## config.mk

```make
export PLATFORM = sky130hd
export DESIGN_NAME = ted_ram
export DESIGN_NICKNAME = d
export VERILOG_FILES = /design/src/ted_ram.sv
export SDC_FILE = /design/constraint.sdc
export NUM_CORES = 1
export LEC_CHECK = 0
export ABC_AREA = 1
export BUFFER_PORTS_ARGS = -buffer_cell sky130_fd_sc_hd__buf_2
export CORE_UTILIZATION = 56
export CTS_CLUSTER_SIZE = 16
export DETAILED_ROUTE_END_ITERATION = 7
export PLACE_DENSITY = 0.72
export SYNTH_ARGS = -nofsm -noshare
export SYNTH_HDL_FRONTEND = slang
export SYNTH_SLANG_ARGS = --single-unit
```

## constraint.sdc

```tcl
create_clock -name i_clk -period 2.5 [get_ports i_clk]
set_clock_uncertainty 0.05 [all_clocks]
set_input_delay 0.5 -clock i_clk [delete_from_list [all_inputs] [get_ports i_clk]]
set_output_delay 0.5 -clock i_clk [all_outputs]
set_load 0.01 [all_outputs]
```

## src/ted_ram.sv

```systemverilog
module ted_ram #(
    parameter int AW = 5,
    parameter int DW = 16
) (
    input  logic          i_clk,
    input  logic          i_we,
    input  logic [AW-1:0] i_waddr,
    input  logic [DW-1:0] i_wdata,
    input  logic          i_re,
    input  logic [AW-1:0] i_raddr,
    output logic [DW-1:0] o_rdata
);

    logic [DW-1:0] r_mem [0:(1<<AW)-1];
    logic [DW-1:0] r_rdata;

    // Write port
    always_ff @(posedge i_clk) begin
        if (i_we) begin
            r_mem[i_waddr] <= i_wdata;
        end
    end

    // Registered read port
    always_ff @(posedge i_clk) begin
        if (i_re) begin
            r_rdata <= r_mem[i_raddr];
        end
    end

    assign o_rdata = r_rdata;

endmodule

```

Word-level counts from Yosys, hierarchy flattened
Memories as Yosys holds them, arrays and structs flattened. A register that Yosys moved wholly into a read port is not among the register bits.
Index checks and enable logic that the tools add are counted.
{"block": "op_classes", "muxes": 2}
{"operator": "2-to-1 mux 1 bit", "count": 2}
{"block": "word_totals", "reg_bits": 0, "mem_bits_rw": 512, "in_bits": 29, "output_inout_bits": 16, "elab_cells": 3, "n_memories": 1}
{"name": "r_mem", "depth": 32, "word_bits": 16, "read_ports": 1, "rd_ports_with_merged_regs": 1, "write_ports": 1, "line_no": "14", "source": "logic [DW-1:0] r_mem [0:(1<<AW)-1];"}

Longest topological paths before layout
Gate-level depths: netlist of the first run.
{"block": "logic_depth", "ltp_word": 2, "ltp_mapped": 12}

Worst setup path after synthesis of the first run
No wires, ideal clock.
{"block": "synth_timing", "kind": "input -> register", "startpoint": "in i_waddr[0]", "endpoint": "mem r_mem[0][0] (enable)", "setup_time_ns": 0.388, "arrival_ns": 1.494, "required_time_ns": 2.062, "setup_slack_ns": 0.567, "cell_stages": 3, "path_buffers": 0, "path_cell_list": "inv_1 nand3_1 nor2_1"}
{"item": "start, declared", "line_no": "7", "source": "input logic [AW-1:0] i_waddr,"}
{"item": "end, declared", "line_no": "14"}
Straight into the memory's write port.

Final worst setup path of the first run
{"block": "layout_timing", "startpoint": "reg r_rdata[15], in the netlist o_rdata[15] (read register of r_mem)", "endpoint": "out o_rdata[15]"}
{"item": "start, declared", "line_no": "15", "source": "logic [DW-1:0] r_rdata;"}
{"item": "end, declared", "line_no": "11", "source": "output logic [DW-1:0] o_rdata"}
No word-level cell between the ends.

==> summary.md, run 1 <==
| Metric | Value |
|---|---|
| H-tree depth | `2` |
| Drt drc | `1` |
| Nets | `approximately 1900` |
| Final setup vio count | `0` |
| Synthesized area | `0.02146 mm^2` |
| Row cnt | `71` |
| DP HPWL | `around 28000 um` |
| Die Area | `around 0.039 mm^2` |
| Sequential fraction of the synthesis area | `0.7388` |
| Unrepaired setup endpoints after global routing | `no` |
| CTS Hold Bufs | `0` |
| Synth warnings | `0` |
| Critical R2R Launch | `r_mem[17][10]` |
| Vias per cell | `between 5 and 6` |
| CP delay by family, top | `flip-flops` |
| Fin crit share | `0.7079` |
| Clock power share | `0.413` |
| Cell variety after synth | `14` |
| Startpoint types | `flop` |
| Sw frac | `0.2172` |
| Crit path DAT | `1.22 ns` |
| Placed instance area | `~0.022 mm^2` |
| Fin crit period | `1.770 ns` |
| Failing checks | `DRC` |
| P_sw | `about 4.1 mW` |
| Pwr Density | `between 700 and 800 mW/mm^2` |
| Post-CTS resize count | `0` |
| Critical path buffer and inverter count | `1` |
| Vias in the first global route | `13400` |
| DR pass1 iterations | `7` |
| Share of cells above drive strength 1 | `0.09899` |
| Post-CTS setup buffers | `0` |
| Max-capacitance violation count | `0` |
| Die width | `197.8 um` |
| Most common cell after layout, fill and taps aside | `nand2_1` |
| Antenna Cells | `0` |
| Detailed-route via count | `roughly 14000` |
| Final worst slack | `0.7302 ns` |
| Initial DRC Count | `~1600` |
| Clk slew on worst S/H paths | `about 0.060 ns` |
| Setup TNS | `0 ns` |
| Crit-path max cell delay | `0.45 ns` |
| Maximum clock insertion buffer count | `3` |
| Top post-synthesis cells by area | `edfxtp_1 74%, nand2_1 13%, nand3_1 9.2%` |
| Port Buffer Count | `44` |
| Combinational Power Share | `0.062` |
| CTS Buf Count | `52` |
| Ports | `45` |
| Filler cells | `about 2900` |
| Fmax | `between 0.5 and 0.6 GHz` |
| Synth area leader | `edfxtp_1` |
| Tightest Hold Check Type | `in -> reg` |
| Post-Syn Instances | `1794` |
| Post-route cell area | `between 0.02 and 0.025 mm^2` |
| Sink Count | `528` |
| Non-filler cells, final | `2400` |
| Hold Vio Cnt, Final | `0` |
| Synth top area share | `0.7388` |
| CP Max Fanout | `1` |
| Worst Path Required | `around 2.0 ns` |
| CTS tree | `yes` |
| Worst Setup SP | `o_rdata[15]` |
| CORE AREA | `~0.038 mm^2` |
| Largest net degree at the start of global routing | `approximately 110` |
| Avg Cell Area, Syn | `11.96 um^2` |
| Total power | `18.87 mW` |
| Worst Setup End Kind | `output port` |
| Final Wtd Congestion | `just under 0.9` |
| Post-DRT Antenna Nets | `0` |
| Hold path start | `i_re` |
| WL per Instance | `roughly 22 um` |
| Post-Place Cells | `about 2300` |
| Sequential Power Share | `0.525` |
| Leakage | `between 8 and 9 nW` |
| Most frequent cells in the layout | `720 x nand2_1, 528 x edfxtp_1, 396 x nand3_1, 53 x clkbuf_16, 51 x buf_4` |
| Slew @ Worst Pin | `just over 0.7 ns` |
| CP Class | `reg -> out` |
| First-pass GRT wire length | `roughly 79000 um` |
| Root Buffer | `clkbuf_16` |
| Slowest cell on crit path | `edfxtp_1` |
| Max VDD drop | `about 670 uV` |
| Initial Util | `0.5698` |
| Die Height | `197.8 um` |
| Pint | `14.77 mW` |
| Crit-path cells | `buf_2` |
| Initial antenna violation count | `1` |
| Clock Latency Late Sink | `about 0.6 ns` |
| Worst relative slew slack | `0.5152` |
| Global route total overflow | `0` |
| Outcome | `finished with violations` |
| Area grow syn2layout | `11.47%` |
| WL final | `approximately 52000 um` |
| Global Route Usage Sum | `0.2747` |
| Syn Nets | `1823` |
| Place WS | `0.3553 ns` |
| Slew Limit Fails | `0` |
| Number of synthesized register bits | `approximately 530` |
-- through the flow --
stage	util	hold WS, ns
6_report	0.6352	0.3437
5_1_grt	0.6352	0.3320
4_1_cts	0.6352	0.3338
3_5_place_dp	0.5903	0.7728
3_3_place_gp	0.5903	0.7605
2_1_floorplan	-	0.5489
-- cells in the mapped netlist --
library cell	instances
inv_1	8
edfxtp_1	528
nand3_1	396
buf_6	24
inv_2	1
buf_1	2
nand2_1	720
buf_12	1
inv_6	1
buf_8	1
buf_4	28
buf_2	33
clkbuf_1	19
nor2_1	32
-- metal layers --
layer	part of all wire	track usage	up-vias
met2	0.49	0.4472	681
li1	-	-	6365
met4	0.031	0.1140	0
met3	0.083	0.04037	108
met5	0	0	-
met1	0.40	0.3737	6735
-- path summary, 6_finish.rpt --
path	endpoint	slack (ns)	depth (start not counted)
worst max-delay path	o_rdata[15]	0.73	1
worst min-delay path	o_rdata[5]	0.34	1
worst max register to register	o_rdata[10]	1.07	8
worst min register to register	o_rdata[13]	0.79	8
-- power groups by stage --
stage	Clock (mW)	Combinational [mW]	Sequential (mW)
4_1_cts	7.88	1.16	9.92
6_report	7.79	1.17	9.92
3_3_place_gp	0	1.13	10.1
3_5_place_dp	0	1.15	10.1
2_1_floorplan	0	0.684	10.1
5_1_grt	8.18	1.27	9.92
-- kinds of logic (layout without fill, tap and decap cells) --
group | after synthesis | in the layout | synth area share
simple gates | 1148 | 1148 | 0.2239
buf+inv | 118 | 213 | 0.03737
flops | 528 | 528 | 0.7388
-- worst register-to-register path: cells and delay by family (launching register included) --
| kind | cells | cell delay, ns |
|---|---|---|
| and+or+nand+nor | 8 | 0.76 |
| DFF | 1 | 0.36 |
-- flip-flops by register name, indices dropped and copies added, names as in the netlist --
signal / count
r_mem: 512
o_rdata: 16
-- final cells by class --
cell class              instances  area [um^2]  area share
clock buffers                  62         1360     0.05685
clock inverters                33        330.3     0.01381
inverters                      10        47.55    0.001987
multi-input cells            1148         4805      0.2008
flip-flops and latches        528        15860      0.6627
well taps                     511        639.4     0.02672
repair buffers                108        887.1     0.03708
Power figures use the tool's default switching activity.
==> run 2: changes to the inputs <==
==> constraint.sdc (replaced) <==
create_clock -name i_clk -period 1.7 [get_ports i_clk]
set_clock_uncertainty 0.05 [all_clocks]
set_input_delay 0.34 -clock i_clk [delete_from_list [all_inputs] [get_ports i_clk]]
set_output_delay 0.34 -clock i_clk [all_outputs]
set_load 0.01 [all_outputs]
==> summary.md, run 2 (synthesis gave the netlist of run 1 again) <==
| Metric | Value |
|---|---|
| Outcome | `finished, final reports clean` |
| Pwr Density | `between 1000 and 1500 mW/mm^2` |
| Nets | `approximately 1900` |
| Max VDD drop | `just over 700 uV` |
| Hold Slack | `0.2144 ns` |
| Final design utilization | `0.6567` |
| Path depth of the worst reg2reg path | `8` |
| Initial DRC Count | `1545` |
| Max reg flops | `approximately 510` |
| CTS Hold Bufs | `0` |
| Port Buffer Count | `between 40 and 50` |
| Die width | `approximately 200 um` |
| DP HPWL | `about 31000 um` |
| Ports | `45` |
| Clk slew on worst S/H paths | `about 0.060 ns` |
| Worst Path Required | `between 1 and 1.5 ns` |
| Detailed-route via count | `roughly 14000` |
| CTS tree | `yes` |
| Worst Setup End Kind | `output port` |
| Final worst slack | `slightly below 0.07 ns` |
| Startpoint types | `flop` |
| Crit path DAT | `about 1.2 ns` |
| CTS Buf Count | `53` |
| Critical path buffer and inverter count | `1` |
| Tightest Hold Check Type | `in -> reg` |
| Place WS | `-0.3175 ns` |
| Row cnt | `approximately 70` |
| Unrepaired setup endpoints after global routing | `no` |
| Post-Place Cells | `around 2400` |
| Setup TNS | `0 ns` |
| Crit-path max cell delay | `0.47 ns` |
| Biggest register | `r_mem` |
| Fin crit period | `around 1.6 ns` |
| Sink Count | `approximately 530` |
| DR pass1 iterations | `5` |
| Hold Vio Cnt, Final | `0` |
| Global Route Usage Sum | `0.2815` |
| Max-capacitance violation count | `0` |
| Crit-path cells | `buf_2` |
| First-pass GRT wire length | `80590 um` |
| Fmax | `between 0.6 and 0.7 GHz` |
| Maximum clock insertion buffer count | `3` |
| Worst Hold Endpoint | `o_rdata[12]` |
| CP delay by family, top | `flip-flops` |
| Global route total overflow | `0` |
| Area grow syn2layout | `15.26%` |
| Post-CTS setup buffers | `0` |
| Most frequent cells in the layout | `720 x nand2_1, 528 x edfxtp_1, 396 x nand3_1, 65 x buf_4` |
| Worst relative slew slack | `0.5408` |
| Critical R2R Launch | `r_mem[21][8]` |
| Leakage | `a little over 9 nW` |
| Die Area | `approximately 0.039 mm^2` |
| Worst Setup SP | `o_rdata[4]` |
| Root Buffer | `clkbuf_16` |
| Final Wtd Congestion | `0.8264` |
| Non-filler cells, final | `about 2500` |
| Die Height | `just under 200 um` |
| CP Max Fanout | `1` |
| Fin crit share | `0.9590` |
| Share of cells above drive strength 1 | `0.1257` |
| H-tree depth | `2` |
| Initial antenna violation count | `2` |
| WHS Path Cells | `1` |
| Filler cells | `between 2000 and 3000` |
| CP Class | `reg -> out` |
| Slew @ Worst Pin | `around 0.69 ns` |
| Clock Latency Late Sink | `~0.58 ns` |
| Post-DRT Antenna Nets | `0` |
| WL per Instance | `between 20 and 25 um` |
| Vias in the first global route | `13730` |
| Slew Limit Fails | `0` |
| Post-CTS resize count | `0` |
| WL final | `around 54000 um` |
| Vias per cell | `5.821` |
| Critical R2R Capture | `o_rdata[8]` |
| Most common cell after layout, fill and taps aside | `nand2_1` |
| Final setup vio count | `0` |
| Crit path depth | `1` |
| Drt drc | `0` |
| Hold path start | `i_re` |
| Largest net degree at the start of global routing | `92` |
| CORE AREA | `roughly 0.038 mm^2` |
| Slowest cell on crit path | `edfxtp_1` |
| R2r setup slk | `~0.25 ns` |
| Initial Util | `0.5698` |
## run 2: cell count changes in the layout (fill, tap and decap cells not counted), sizes merged
cell,previous run,this run
diode,0,1
buf,107,160
clkbuf,63,64
clkinvlp,1,2
inv,10,12
bufinv,7,3
clkinv,25,24
## run 2: stage by stage
| step | instance area, um^2 | power [mW] |
|---|---|---|
| 2_1_floorplan | 21470 | 15.86 |
| 3_3_place_gp | 23140 | 16.67 |
| 3_5_place_dp | 23140 | 16.72 |
| 4_1_cts | 24730 | 27.42 |
| 5_1_grt | 24740 | 28.07 |
| 6_report | 24740 | 27.36 |
## run 2: layout make-up
type | instances | area, um^2 | area share
Tap cell | 511 | 639.4 | 0.02585
Sequential cell | 528 | 15860 | 0.6410
Timing Repair Buffer | 161 | 1773 | 0.07167
Inverter | 10 | 45.04 | 0.001821
Antenna cell | 1 | 2.502 | 0.0001012
Multi-Input combinational cell | 1148 | 4827 | 0.1951
Clock inverter | 31 | 230.2 | 0.009307
Clock buffer | 63 | 1364 | 0.05513
## run 2: how the worst max path moves through the flow
stage	end	slack [ns]
global placement	o_rdata[8]	-0.30
detailed placement	o_rdata[8]	-0.32
floorplan	r_mem[8][0]	-0.07
global route	o_rdata[10]	0.05
finish	o_rdata[4]	0.07
CTS	o_rdata[3]	0.08
## run 2: layer usage
layer / track usage / wire [um] / up-vias
met5: 0 / 0 / -
met4: 0.1080 / 1711 / 0
met3: 0.04769 / 5533 / 116
met2: 0.4435 / 25210 / 779
met1: 0.3956 / 21410 / 6898
li1: - / - / 6487
## run 2: power breakdown
| group | internal, mW | leakage, nW | switching, mW |
|---|---|---|---|
| sequential | 14.5 | 4.77 | 0.0629 |
| combinational | 0.592 | 3.66 | 1.30 |
| clock | 6.14 | 0.780 | 4.73 |
| total | 21.3 | 9.21 | 6.09 |
