`src/ted_pkg.sv`:
```
package ted_pkg;

    // Fixed field widths
    localparam int DIST_W     = 16;
    localparam int CODE_W     = 21;
    localparam int POS_W      = 6;
    localparam int QLEN_W     = 6;
    localparam int WEIGHT_W   = 8;
    localparam int CFG_IDX_W  = 3;
    localparam int CFG_DATA_W = 16;
    localparam int IN_DATA_W  = 32;
    localparam int OUT_DATA_W = 24;

    localparam logic [DIST_W-1:0] DIST_MAX = '1;

    // Configuration register indexes
    localparam logic [CFG_IDX_W-1:0] CFG_QUERY_LENGTH = 3'd0;
    localparam logic [CFG_IDX_W-1:0] CFG_MAX_DISTANCE = 3'd1;
    localparam logic [CFG_IDX_W-1:0] CFG_INSERT_W     = 3'd2;
    localparam logic [CFG_IDX_W-1:0] CFG_DELETE_W     = 3'd3;
    localparam logic [CFG_IDX_W-1:0] CFG_SUBST_W      = 3'd4;

    // Request kinds (tuser)
    localparam logic REQ_LOAD  = 1'b0;
    localparam logic REQ_VISIT = 1'b1;

    typedef enum logic [1:0] {
        S_IDLE,
        S_RUN,
        S_DONE
    } t_state;

    // Per-column control from the sequencer to the column unit
    typedef struct packed {
        logic step;       // a column's read data is present this cycle
        logic first_col;  // column zero
        logic first_row;  // depth one: parent is the implicit root row
    } t_col_ctl;

    // Add clamped to the distance range
    function automatic logic [DIST_W-1:0] sat_add(input logic [DIST_W-1:0] a,
                                                  input logic [DIST_W-1:0] b);
        logic [DIST_W:0] s;
        s = {1'b0, a} + {1'b0, b};
        return s[DIST_W] ? DIST_MAX : s[DIST_W-1:0];
    endfunction

endpackage

```
`src/ted_col_unit.sv`:
```
module ted_col_unit #(
    parameter int CW = 6
) (
    input  logic                            i_clk,
    input  ted_pkg::t_col_ctl               i_ctl,
    input  logic [CW-1:0]                   i_col,
    input  logic [ted_pkg::DIST_W-1:0]      i_prev_rd,
    input  logic [ted_pkg::CODE_W-1:0]      i_query,
    input  logic [ted_pkg::CODE_W-1:0]      i_letter,
    input  logic [ted_pkg::WEIGHT_W-1:0]    i_ins_w,
    input  logic [ted_pkg::WEIGHT_W-1:0]    i_del_w,
    input  logic [ted_pkg::WEIGHT_W-1:0]    i_sub_w,
    output logic [ted_pkg::DIST_W-1:0]      o_cur,
    output logic [ted_pkg::DIST_W-1:0]      o_last,
    output logic [ted_pkg::DIST_W-1:0]      o_min
);
    import ted_pkg::*;

    logic [DIST_W-1:0] r_prev_last;
    logic [DIST_W-1:0] r_cur_last;
    logic [DIST_W-1:0] r_min;
    logic [DIST_W-1:0] prev_i;
    logic [DIST_W-1:0] ins_c;
    logic [DIST_W-1:0] del_c;
    logic [DIST_W-1:0] rep_c;
    logic [DIST_W-1:0] sub_w;
    logic [DIST_W-1:0] cur;

    // One cell of the new row
    always_comb begin
        prev_i = i_ctl.first_row ? DIST_W'(i_col) : i_prev_rd;
        sub_w  = (i_query == i_letter) ? '0 : DIST_W'(i_sub_w);
        ins_c  = sat_add(r_cur_last, DIST_W'(i_ins_w));
        del_c  = sat_add(prev_i, DIST_W'(i_del_w));
        rep_c  = sat_add(r_prev_last, sub_w);
        if (i_ctl.first_col) begin
            cur = sat_add(prev_i, DIST_W'(1));
        end else begin
            cur = (ins_c < del_c) ? ins_c : del_c;
            cur = (rep_c < cur) ? rep_c : cur;
        end
    end

    // Carry left neighbor, diagonal and running minimum
    always_ff @(posedge i_clk) begin
        if (i_ctl.step) begin
            r_prev_last <= prev_i;
            r_cur_last  <= cur;
            r_min       <= (i_ctl.first_col || cur < r_min) ? cur : r_min;
        end
    end

    assign o_cur  = cur;
    assign o_last = r_cur_last;
    assign o_min  = r_min;

endmodule

```
`config.mk`:
```
export PLATFORM = sky130hd
export DESIGN_NAME = ted_col_unit
export DESIGN_NICKNAME = d
export VERILOG_FILES = /design/src/ted_pkg.sv /design/src/ted_col_unit.sv
export SDC_FILE = /design/constraint.sdc
export NUM_CORES = 1
export LEC_CHECK = 0
export BUFFER_PORTS_ARGS = -buffer_cell sky130_fd_sc_hd__buf_2
export CAP_MARGIN = 20
export CORE_MARGIN = 4
export CORE_UTILIZATION = 40
export CTS_BUF_LIST = sky130_fd_sc_hd__clkbuf_16
export CTS_CLUSTER_SIZE = 8
export DETAILED_ROUTE_END_ITERATION = 10
export GPL_ROUTABILITY_DRIVEN = 0
export PLACE_DENSITY = 0.65
export SETUP_SLACK_MARGIN = 0.15
export SLEW_MARGIN = 20
export SYNTH_ARGS = -nofsm -noshare
export SYNTH_HDL_FRONTEND = slang
export SYNTH_SLANG_ARGS = --single-unit
```
`constraint.sdc`:
```
create_clock -name i_clk -period 16.05 [get_ports i_clk]
set_clock_uncertainty 0.05 [all_clocks]
set_input_delay 1.605 -clock i_clk [delete_from_list [all_inputs] [get_ports i_clk]]
set_output_delay 1.605 -clock i_clk [all_outputs]
set_load 0.1 [all_outputs]
```
# Word level (Yosys, flattened, before mapping)

Index checks and enable logic that the tools add are counted.

Bits in registers: 48
Bits in latches: 0
RAM bits: 0
ROM bits: 0
Input bits: 92
Output and inout port bits: 48
Word-level logic and storage cells: 22
Memories: 0

Add/sub/neg operators: 4
Multipliers: 0
Divide/modulo/power cells: 0
Order comparisons: 3
Eq/ne operators: 1
Shift operators: 0
Muxes and demuxes: 9
Bitwise operators: 0
Reductions and logical operators: 2

Operators by type and width:

| cell                  | number |
|---|---|
| $mux 16               | 8 |
| $add 16x8->17         | 3 |
| $lt 16x16->1          | 3 |
| $eq 21x21->1          | 1 |
| $add 16x1->17 const B | 1 |
| $mux 8                | 1 |
| $reduce_and 2->1      | 1 |
| $logic_or 1x1->1      | 1 |

# Depth between registers and ports, before layout

Depth after elaboration: 11
Depth in mapped cells: 40
Gate-level depth less buffers: 36

# Worst setup path after synthesis

No wires, ideal clock.

Kind: input to register
From: in i_ctl[0] (netlist bit)
To: reg r_min[0] (netlist: o_min[0]) (enable)
Library setup time: 0.414 ns
Data arrival time: 12.033 ns
Data required time: 15.586 ns
Setup slack: 3.553 ns
Stages: 39
Path buffers: 4
Cell sequence: buf_2 -> mux2_2 -> ha_1 -> a21oi_1 -> a211o_1 -> and2_1 -> clkbuf_1 -> nor2_1 -> xnor2_1 -> o21ai_0 -> inv_1 -> ha_1 -> o21ai_0 -> o21bai_1 -> a2111o_1 -> a311o_1 -> a31oi_4 -> a21boi_4 -> [... 3 more ...] -> a211oi_1 -> o21ai_1 -> a2111oi_1 -> a211oi_1 -> or4_1 -> nor2_1 -> a211oi_4 -> buf_6 -> a221oi_2 -> ha_1 -> a21o_1 -> a21o_1 -> a21o_1 -> a21o_1 -> a21o_1 -> a21oi_1 -> o21ai_0 -> a211oi_1

Longest elaborated chain between the ends: 11
Elaborated cells on any way between the ends: 13
Classes of those cells: add/sub (2); order compare (3); mux (6); reduce/logical (2)

Ends and longest elaborated chain:

| element                      | line               | text |
|---|---|---|
| from (decl)                  | ted_col_unit.sv:5  | `input ted_pkg::t_col_ctl i_ctl,` |
| $mux 16 *                    | ted_col_unit.sv:31 | `prev_i = i_ctl.first_row ? DIST_W'(i_col) : i_prev_rd;` |
| via prev_i[3]                | ted_col_unit.sv:22 | `logic [DIST_W-1:0] prev_i;` |
| $add 16x8->17                | ted_pkg.sv:44      | `s = {1'b0, a} + {1'b0, b};` |
| $mux 16                      | ted_pkg.sv:45      | `return s[DIST_W] ? DIST_MAX : s[DIST_W-1:0];` |
| $lt 16x16->1                 | ted_col_unit.sv:39 | `cur = (ins_c < del_c) ? ins_c : del_c;` |
| $mux 16                      | ted_col_unit.sv:39 |  |
| $lt 16x16->1                 | ted_col_unit.sv:40 | `cur = (rep_c < cur) ? rep_c : cur;` |
| $mux 16                      | ted_col_unit.sv:40 |  |
| $mux 16 *                    | ted_col_unit.sv:36 | `if (i_ctl.first_col) begin` |
| via o_cur, one bit           | ted_col_unit.sv:13 | `output logic [ted_pkg::DIST_W-1:0] o_cur,` |
| $lt 16x16->1 *               | ted_col_unit.sv:49 | `r_min <= (i_ctl.first_col \|\| cur < r_min) ? cur : r_min;` |
| $logic_or 1x1->1 *           | ted_col_unit.sv:49 |  |
| $reduce_and 2->1 (no line) * | -                  |  |
| to (signal assigned)         | ted_col_unit.sv:49 |  |
| to (decl)                    | ted_col_unit.sv:21 | `logic [DIST_W-1:0] r_min;` |

Mark *: on every way through the listed nets, which the timed path passes. The rest lies on a longest branch.
A chain may end at the register's enable or synchronous reset.

# Final worst setup path

From: in i_ctl[0] (netlist bit)
To: out o_cur[1] (netlist bit)

Longest elaborated chain between the ends: 8
Elaborated cells on any way between the ends: 10
Classes of those cells: add/sub (2); order compare (2); mux (6)

Ends and longest elaborated chain:

| element       | line |
|---|---|
| $mux 16 *     | ted_col_unit.sv:31 |
| via prev_i[0] | ted_col_unit.sv:22 |
| $add 16x8->17 | ted_pkg.sv:44 |
| $mux 16       | ted_pkg.sv:45 |
| $lt 16x16->1  | ted_col_unit.sv:39 |
| $mux 16       | ted_col_unit.sv:39 |
| $lt 16x16->1  | ted_col_unit.sv:40 |
| $mux 16       | ted_col_unit.sv:40 |
| $mux 16 *     | ted_col_unit.sv:36 |
| to (decl)     | ted_col_unit.sv:13 |

Marks and branches as above.

==> parameters.txt <==
Parameter                              Value

Logic synthesis
  Flop and latch count out of synthesis ... between 40 and 50
  Ys Warns ... 0
  Post-synthesis instance area ... 5645 µm²
  Synth Flop Type ... sky130_fd_sc_hd__edfxtp_1
  Portion of the post-synthesis area used by sequential elements ... around 26%
  Number of cells produced by synthesis ... a little over 600
  Post-Syn Nets ... a little under 800
  Async set-reset flop share out of synthesis ... 0%
  Post-synthesis cell type count ... 60
  Post-synthesis average cell area ... approximately 9.1 µm²
  Number of enable flip-flop cells after synthesis ... 48

Power
  Sequential share of power ... 18.6%
  Internal power consumption ... 0.4329 mW
  Comb pwr share ... 71.2%
  P_leak ... between 3 and 4 nW
  Worst IR Drop VDD ... slightly below 0.07 mV
  Switch Pwr ... 0.6085 mW
  Power density over the cells ... between 150 and 200 nW/µm²
  Fraction of power spent switching nets ... between 50% and 60%
  Clock network fraction of total power ... 10.2%

Clock network
  Post-CTS setup buffers ... 0
  CTS sink count ... 48
  Max Buffers Root-to-Sink ... 2
  Clk_lat worst skew ... approximately 300 ps
  TritonCTS clock tree ... yes
  Master cell of the clock root buffer ... sky130_fd_sc_hd__clkbuf_16
  Post-cts gate resize count ... 0
  Number of buffers inserted by hold repair at cts ... 0
  Clock Pin Slew Worst Setup and Hold Paths ... roughly 70 ps
  Number of clock buffers inserted by TritonCTS ... 5
  Number of levels in the clock H-tree ... 2

Timing
  Max-slew violation count ... 0
  Fin crit period ... between 10,000 and 15,000 ps
  Setup repair after global routing missed its margin ... false
  Setup-violating endpoint count in the final report ... 0
  Final worst-path cycle share ... between 70% and 80%
  Highest clock frequency the design can meet ... 83.85 MHz
  Setup TNS ... 0 ps
  Final Hold Viols ... 0
  Worst relative slew slack ... 30.43%
  Worst-Margin Slew ... approximately 1000 ps

Floorplan
  Number of top-level pins ... 140
  Core region area ... 13,830 µm²
  Horizontal extent of the die ... 126.8 µm
  Row Count ... 43
  Die height ... roughly 130 µm
  DIE AREA ... roughly 16,000 µm²
  Initial standard-cell utilization of the core ... roughly two fifths

Global routing
  Global-route met1 utilization ... between 20% and 30%
  Number of antenna violations at the first check in global routing ... 0
  Total congestion overflow after global routing ... 0
  Global-route wire length before repair ... roughly 27,000 µm
  Largest net degree at the start of global routing ... 34
  Met2 track demand over resource ... a little over a third
  Grt met3 use ... under 10%
  Vias in the first global route ... about 5,400
  Global Route Usage Sum ... 21.02%
  Most used routing layer ... met2

Layout
  Total of fill cells in the finished design ... around 1,300
  Final antenna diode count ... 0
  Most common cell after layout, fill and taps aside ... sky130_fd_sc_hd__buf_2
  Final net count ... between 900 and 1,000
  Signed area change from the synthesized netlist to the final layout ... 17.53%
  Share of post-route cells with drive strength above 1 ... about 25%
  Commonest non-fill, non-tap cells in the layout ... sky130_fd_sc_hd__buf_2, sky130_fd_sc_hd__ha_1, sky130_fd_sc_hd__inv_1, sky130_fd_sc_hd__nor2_1, sky130_fd_sc_hd__edfxtp_1
  Number of standard cells in the final layout excluding fillers ... 934

Routing
  Average routed wire per standard cell ... 18.23 µm
  Via total after detailed routing ... just over 5,000
  Count of routing violations after the opening detailed-route iteration ... approximately 350
  Total detailed-routing wirelength ... between 15,000 and 20,000 µm
  Drc violations ... 0
  Number of nets still failing antenna checks after routing ... 0
  Router iterations before antenna repair ... 7
  Vias per cell ... roughly 5.5

Placement
  Placed Cells incl. Taps ... between 900 and 1,000
  HPWL Detailed ... around 14,000 µm
  Count of input and output buffers ... around 140

Worst hold path
  Start point of the worst min-delay path ... r_prev_last[11]$_DFFE_PP_
  Path category of the worst min-delay check ... register to register

Setup path
  Critical Path Start ... i_ctl[0]
  Critical Path Slowest Stage Cell ... sky130_fd_sc_hd__a221oi_2
  Critical path launch point type ... input port
  Critical path peak fanout ... 23
  Worst Path Arrival ... between 10,000 and 15,000 ps
  FF-to-FF Start ... o_last[0]$_DFFE_PP_
  Library cell appearing most often on the critical path ... sky130_fd_sc_hd__ha_1
  Required arrival time at the worst endpoint ... 14,400 ps
  CP peak stage delay ... 650 ps
  Nature of the critical path endpoint ... output pin
  Type of the setup path with the least slack ... input port to output pin

Run status
  Result of the run ... completed

Job
  Max-cap viol count ... 0
==> cells by family after synthesis <==
logic type / Yosys count / share of synthesized area (%)
AO/OA/AOI/OAI: 130 / 18.93
XOR/XNOR: 60 / 9.309
adder cells (fa/ha/maj): 71 / 16.13
buffers and inverters: 70 / 5.430
flip-flops: 48 / 25.53
multiplexers: 36 / 6.649
AND/OR/NAND/NOR: 203 / 18.02
==> layout make-up <==
type	count	area, µm²	share of cell area (%)
multi-input combinational	500	3910	58.93
inverter	60	225.2	3.394
timing repair buffer	139	695.7	10.48
clock inverter	2	12.51	0.1886
sequential	48	1441	21.72
clock buffer	5	125.1	1.886
tap	180	225.2	3.394
==> metal layers <==
| metal | share of wire, % | vias up |
|---|---|---|
| met1 | 44 | 2413 |
| met5 | 0 | - |
| met2 | 46 | 217 |
| met3 | 8.1 | 27 |
| met4 | 1.9 | 0 |
| li1 | - | 2526 |
==> flip-flops by register name (all words and copies together) (netlist names) <==
name,flops
o_last,16
o_min,16
r_prev_last,16
==> final timing paths <==
path	to	slack, ps	depth (start not counted)
min reg2reg	o_last[11]$_DFFE_PP_	950	2
min	o_last[11]$_DFFE_PP_	950	2
max	o_cur[1]	4120	29
max reg2reg	o_min[7]$_DFFE_PP_	5740	32
==> power by group through the flow <==
stage / sequential, mW / combinational [mW] / clock [mW]
2_1_floorplan: 0.344 / 0.443 / 0
6_report: 0.194 / 0.741 / 0.106
3_5_place_dp: 0.197 / 0.734 / 0
5_1_grt: 0.198 / 0.794 / 0.115
4_1_cts: 0.194 / 0.737 / 0.108
3_3_place_gp: 0.195 / 0.720 / 0
==> synthesized netlist by cell type, drive strengths merged, types with 3 or more instances <==
cell type	number	area [µm²]
nor2b	12	75.07
nor3	7	35.03
nand2	35	131.4
nand2b	7	43.79
o2111ai	3	26.28
or4	3	26.27
o21a	6	45.04
a2111o	4	45.04
clkbuf	4	15.01
nand4	15	93.84
xor2	27	236.5
a21o	13	105.1
buf	6	66.31
and2	23	143.9
and3	8	50.05
ha	68	850.8
a21oi	29	156.4
inv	60	225.2
edfxtp	48	1441
a221oi	16	240.2
o211ai	3	22.52
o21ai	27	138.9
o21bai	6	45.04
or3	3	18.77
nand3	21	105.1
mux2i	24	240.2
nor2	59	221.5
xnor2	33	289.0
fa	3	60.06
a211oi	8	72.57
nor4	4	25.02
mux2	12	135.1
==> stage by stage <==
stage	power, mW	util (%)	area [µm²]	hold WS [ps]	setup WS [ps]
2_1_floorplan	0.7867	-	5645	1149	3553
3_3_place_gp	0.9150	46.94	6490	952.9	4108
3_5_place_dp	0.9309	46.99	6497	952.6	4049
4_1_cts	1.039	47.99	6635	965.4	4248
5_1_grt	1.107	47.99	6635	1028	3588
6_report	1.041	47.99	6635	950.2	4124
==> critical path, delay by kind of cell <==
family                   cells  cell delay (ps)
buffers and inverters        3             1020
multiplexers                 2              800
AO/OA/AOI/OAI               14             4270
XOR/XNOR                     1              130
adder cells (fa/ha/maj)      4             1230
AND/OR/NAND/NOR              5             1210
Power figures use the tool's default switching activity.
